==> src/hdl/cpt_dly.sv <==
// Enabled delay line for payload that rides alongside the datapath.
// No dependencies.
`timescale 1ns / 1ps

module cpt_dly #(
  parameter int WIDTH = 8,
  parameter int DEPTH = 2
) (
  input  logic             clk_i,
  input  logic             en_i,
  input  logic [WIDTH-1:0] d_i,
  output logic [WIDTH-1:0] q_o
);

  logic [WIDTH-1:0] tap_q [DEPTH];

  always_ff @(posedge clk_i) begin
    if (en_i) begin
      tap_q[0] <= d_i;
      for (int i = 1; i < DEPTH; i++) begin
        tap_q[i] <= tap_q[i-1];
      end
    end
  end

  assign q_o = tap_q[DEPTH-1];

endmodule

==> config.mk <==
export PLATFORM = sky130hd
export DESIGN_NAME = cpt_dly
export DESIGN_NICKNAME = d
export VERILOG_FILES = /design/src/hdl/cpt_dly.sv
export SDC_FILE = /design/constraint.sdc
export NUM_CORES = 1
export LEC_CHECK = 0
export BUFFER_PORTS_ARGS = -buffer_cell sky130_fd_sc_hd__buf_4
export CORE_UTILIZATION = 41
export CTS_CLUSTER_DIAMETER = 30
export CTS_CLUSTER_SIZE = 25
export DETAILED_ROUTE_END_ITERATION = 8
export GPL_ROUTABILITY_DRIVEN = 0
export PLACE_DENSITY = 0.66
export SYNTH_ARGS = -nofsm -noshare
export SYNTH_HDL_FRONTEND = slang
export SYNTH_SLANG_ARGS = --single-unit
==> constraint.sdc <==
create_clock -name clk_i -period 0.8 [get_ports clk_i]
set_input_delay 0.16 -clock clk_i [delete_from_list [all_inputs] [get_ports clk_i]]
set_output_delay 0.16 -clock clk_i [all_outputs]
set_load 0.01 [all_outputs]
# == Word-level counts from Yosys, hierarchy flattened ==
# Memories as Yosys holds them, arrays and structs flattened.
# Cells that the tools add are included.
# op_classes
n_mux,2
# op_table
op,count
1-bit 2-to-1 mux,2
# word_totals
reg_bits,0
ram_bits,16
out_inout_bits,8
elab_cells,3
memories,1
# memory_table
memory,depth,word_bits,rd,rd_ports_with_merged_regs,write_ports,line,source
tap_q,2,8,2,0,2,15,logic [WIDTH-1:0] tap_q [DEPTH];

# == Depth between registers and ports, before layout ==
# depth
ltp_word,2
ltp_mapped,1
mapped_depth_nobuf,0

# == Worst setup path after synthesis ==
# Ideal clock, no wire load.
# synth_path
path_kind,flip-flop to output port
start,memory tap_q[1][0] (netlist: tap_q[0][8])
end,output q_o[0]
arrival_ns,0.476
required_time_ns,0.640
setup_slack_ns,0.164
path_stages_with_launch,2
n_path_buf,1
path_cell_list,edfxtp_1 > buf_4
# synth_lines
element,line,source
"start, declared",15,
"end, declared",12,output logic [WIDTH-1:0] q_o

==> flow_metrics.tcl <==
set metrics [dict create \
    yosysMostFrequentCell "sky130_fd_sc_hd__edfxtp_1" \
    critical_path_required_ns 0.64 \
    critPathArrivalTime_ns 0.79 \
    timing.setup.critical_path_class "reg -> out" \
    finalInstanceArea_sq_um 678 \
    io_buffers 17 \
    power.density_cell_area_nw_per_um2 2210 \
    worst_ir_drop_vdd_uv 1010 \
    largest_net_degree_at_the_start_of_global_routing 17 \
    power.total_uw 1500 \
    synth_xor_area_share_pct 0 \
    finalSetupViolations 8 \
    yosys_most_used_dff "sky130_fd_sc_hd__edfxtp_1" \
    synth_seq_area_share_pct 88.9 \
    synth.yosys.warnings 0 \
    multi_input_area_sq_um 0 \
    mappedNetlistArea_sq_um 541 \
    synth_cell_types 2 \
    detailedRoute.firstPassIterationCount 2 \
    cts_tree "yes" \
    std_cell_rows 12 \
    clock_tree.htree_level_count 1 \
    min_period_over_period_pct 118 \
    die_height_microns 38.3 \
    run_status "complete, but fails checks" \
    finalMaxSlewViolations 0 \
    via_count 207 \
    worstMarginPinSlew_ns 0.186 \
    numClockSinks 16 \
    hold_path_end "tap_q[0][3]$_DFFE_PP_" \
    all_layer_global_routing_usage_pct 8.64 \
    worst_hold_path.num_cells 1 \
    design.final.nets 48 \
    reg2regPathDepth 0 \
    die-area_sq_um 1470 \
    critPathLaunchType "flip-flop" \
    wl_per_cell_microns 10.4 \
    crit_path_max_delay_cell_type "sky130_fd_sc_hd__edfxtp_1" \
    first_pass_grt_wire_length_microns 793 \
    min-delay-start "d_i[3]" \
    ys_top_cells_by_count "sky130_fd_sc_hd__edfxtp_1, sky130_fd_sc_hd__buf_4" \
    biggestRegsByFlops "tap_q: 16 flops" \
    critical_path_buf_inv_count 1 \
    number_of_enable_type_register_cells_in_the_synthesized_netlist 16 \
    leakagePower_uw 0.000262 \
    grtUsageMet3_pct 1.74 \
    drt-total-wl_microns 518 \
    synth.area.mux_share_pct 0 \
    drt_iter0_markers 1 \
    global_route.usage.met1_pct 10.5 \
    clk_transition_reported_paths_ns 0.08 \
    synthToLayoutAreaGrowth_pct 25.5 \
    clock_tree.buffer_depth 2 \
    largest_register_ff_count 16 \
    r2r-end "tap_q[0][12]$_DFFE_PP_" \
    worst_r2r_startpoint "tap_q[0][4]$_DFFE_PP_" \
    worst_clock_skew_ns 0.00175 \
    post_route_cells_drive_above_1_share_pct 55.6 \
    rsz_0062_raised_after_global_routing "true" \
    synth.ff_latch_count 16 \
    grt_overflow 0 \
    synth_area_leaders "sky130_fd_sc_hd__edfxtp_1, sky130_fd_sc_hd__buf_4" \
    post_cts_hold_buffer_count 0 \
    yosys.area_share.adder_pct 0 \
    grt_pass1_vias 203 \
    synthDominantAreaCellType "sky130_fd_sc_hd__edfxtp_1" \
    violations "negative setup slack" \
    critPathMaxStageDelay_ns 0.39 \
    timing.max_slew.rel_slack_pct 87.6 \
    final_antenna_net_count 0 \
    floorplan.die.width_microns 38.3 \
    worst_path_dominant_cell_family "flip-flops" \
    grt_most_used_layer "met2" \
    post_synth_top_area_share_pct 88.9 \
    max_cap_violations 0 \
    crit_fanout 1 \
    critical_path.endpoint_type "primary output" \
    register_ranked_first_by_flip_flop_count "tap_q" \
    initial_utilization_pct 46.2 \
    layout_min_cycle_time_ns 0.948 \
    numCtsBuffers 3 \
    drc 0 \
    achievable-frequency_mhz 1050 \
    post-route-util_pct 57.9 \
    grtUsageMet2_pct 12.7 \
    postSynthCellCount 24 \
    routed_via_density 4.14 \
    synth_nets 34 \
    timing.hold.worst.class "in -> reg" \
    io_pins 18 \
    critical_path.cell_chain "buf_6" \
    antennaDiodeCount 0 \
    hold_violations 0 \
    dpl-instance-area_sq_um 626 \
    insertion_delay_of_the_later_clocked_pin_in_the_worst_skew_pair_ns 0.26 \
    simple_gate_share_of_the_synthesized_area_pct 0 \
    timing.reg2reg.setup_slack_ns 0.17 \
    final_critical_path_setup_slack_ns -0.148 \
    main_combinational_cell_family_by_area_after_synthesis "buffers and inverters" \
    num-multi-input-gates 0 \
    placeableCoreArea_sq_um 1170 \
    clock_root_buffer_master "sky130_fd_sc_hd__clkbuf_4" \
    synthArstFlopShare_pct 0 \
    area_fraction_in_compound_gates_after_synthesis_pct 0 \
    synthesis.area_per_instance_sq_um 22.5 \
    antenna_found_initial 0 \
]
[cell type report]
| cell class | instances | area [sq um] |
|---|---|---|
| fill | 86 | 493 |
| sequential | 16 | 480 |
| timing repair buffer | 17 | 158 |
| clock buffer | 3 | 22.5 |
| tap | 14 | 17.5 |
[worst max path at each step]
| stage | to | slack, ns | from | cells past startpoint |
|---|---|---|---|---|
| 3_3_place_gp | tap_q[0][8]$_DFFE_PP_ | 0.13 | en_i | 1 |
| 3_5_place_dp | tap_q[0][10]$_DFFE_PP_ | 0.12 | en_i | 1 |
| 5_1_grt | q_o[3] | -0.20 | tap_q[0][11]$_DFFE_PP_ | 1 |
| 6_report | q_o[3] | -0.15 | tap_q[0][11]$_DFFE_PP_ | 1 |
| 4_1_cts | q_o[3] | -0.16 | tap_q[0][11]$_DFFE_PP_ | 1 |
| 2_1_floorplan | q_o[0] | 0.16 | tap_q[0][8]$_DFFE_PP_ | 1 |
[per-stage QoR]
step	cells	hold slack, ns	setup WS (ns)	setup TNS [ns]
3_3_place_gp	47	0.338	0.132	0
3_5_place_dp	47	0.339	0.118	0
6_report	50	0.0660	-0.148	-1.12
4_1_cts	50	0.0553	-0.165	-1.24
5_1_grt	50	0.0438	-0.199	-1.45
2_1_floorplan	24	0.259	0.164	0
[power breakdown]
| part | internal, uW | leakage, uW | switching (uW) |
|---|---|---|---|
| clock network | 174 | 0.0000138 | 197 |
| logic | 73.4 | 0.0000916 | 39.9 |
| registers | 993 | 0.000157 | 19.4 |
| total | 1240 | 0.000262 | 256 |
[placed cells by master, fill, tap and decap left out, drive strengths merged]
| cell | n |
|---|---|
| edfxtp | 16 |
| buf | 17 |
| clkbuf | 3 |
[cells by family after synthesis]
kind of cell,Yosys count
flops,16
buf+inv,8
[timing repair]
item	4_1_cts	5_1_grt
gates resized for setup	5	3
buffers inserted	0	0
endpoints found under the setup margin	8	8
[metal layers]
layer	up-vias	routed length (microns)
li1	105	-
met2	11	290
met4	0	0
met5	-	0
met3	0	38
met1	91	188
Power figures use the tool's default switching activity.
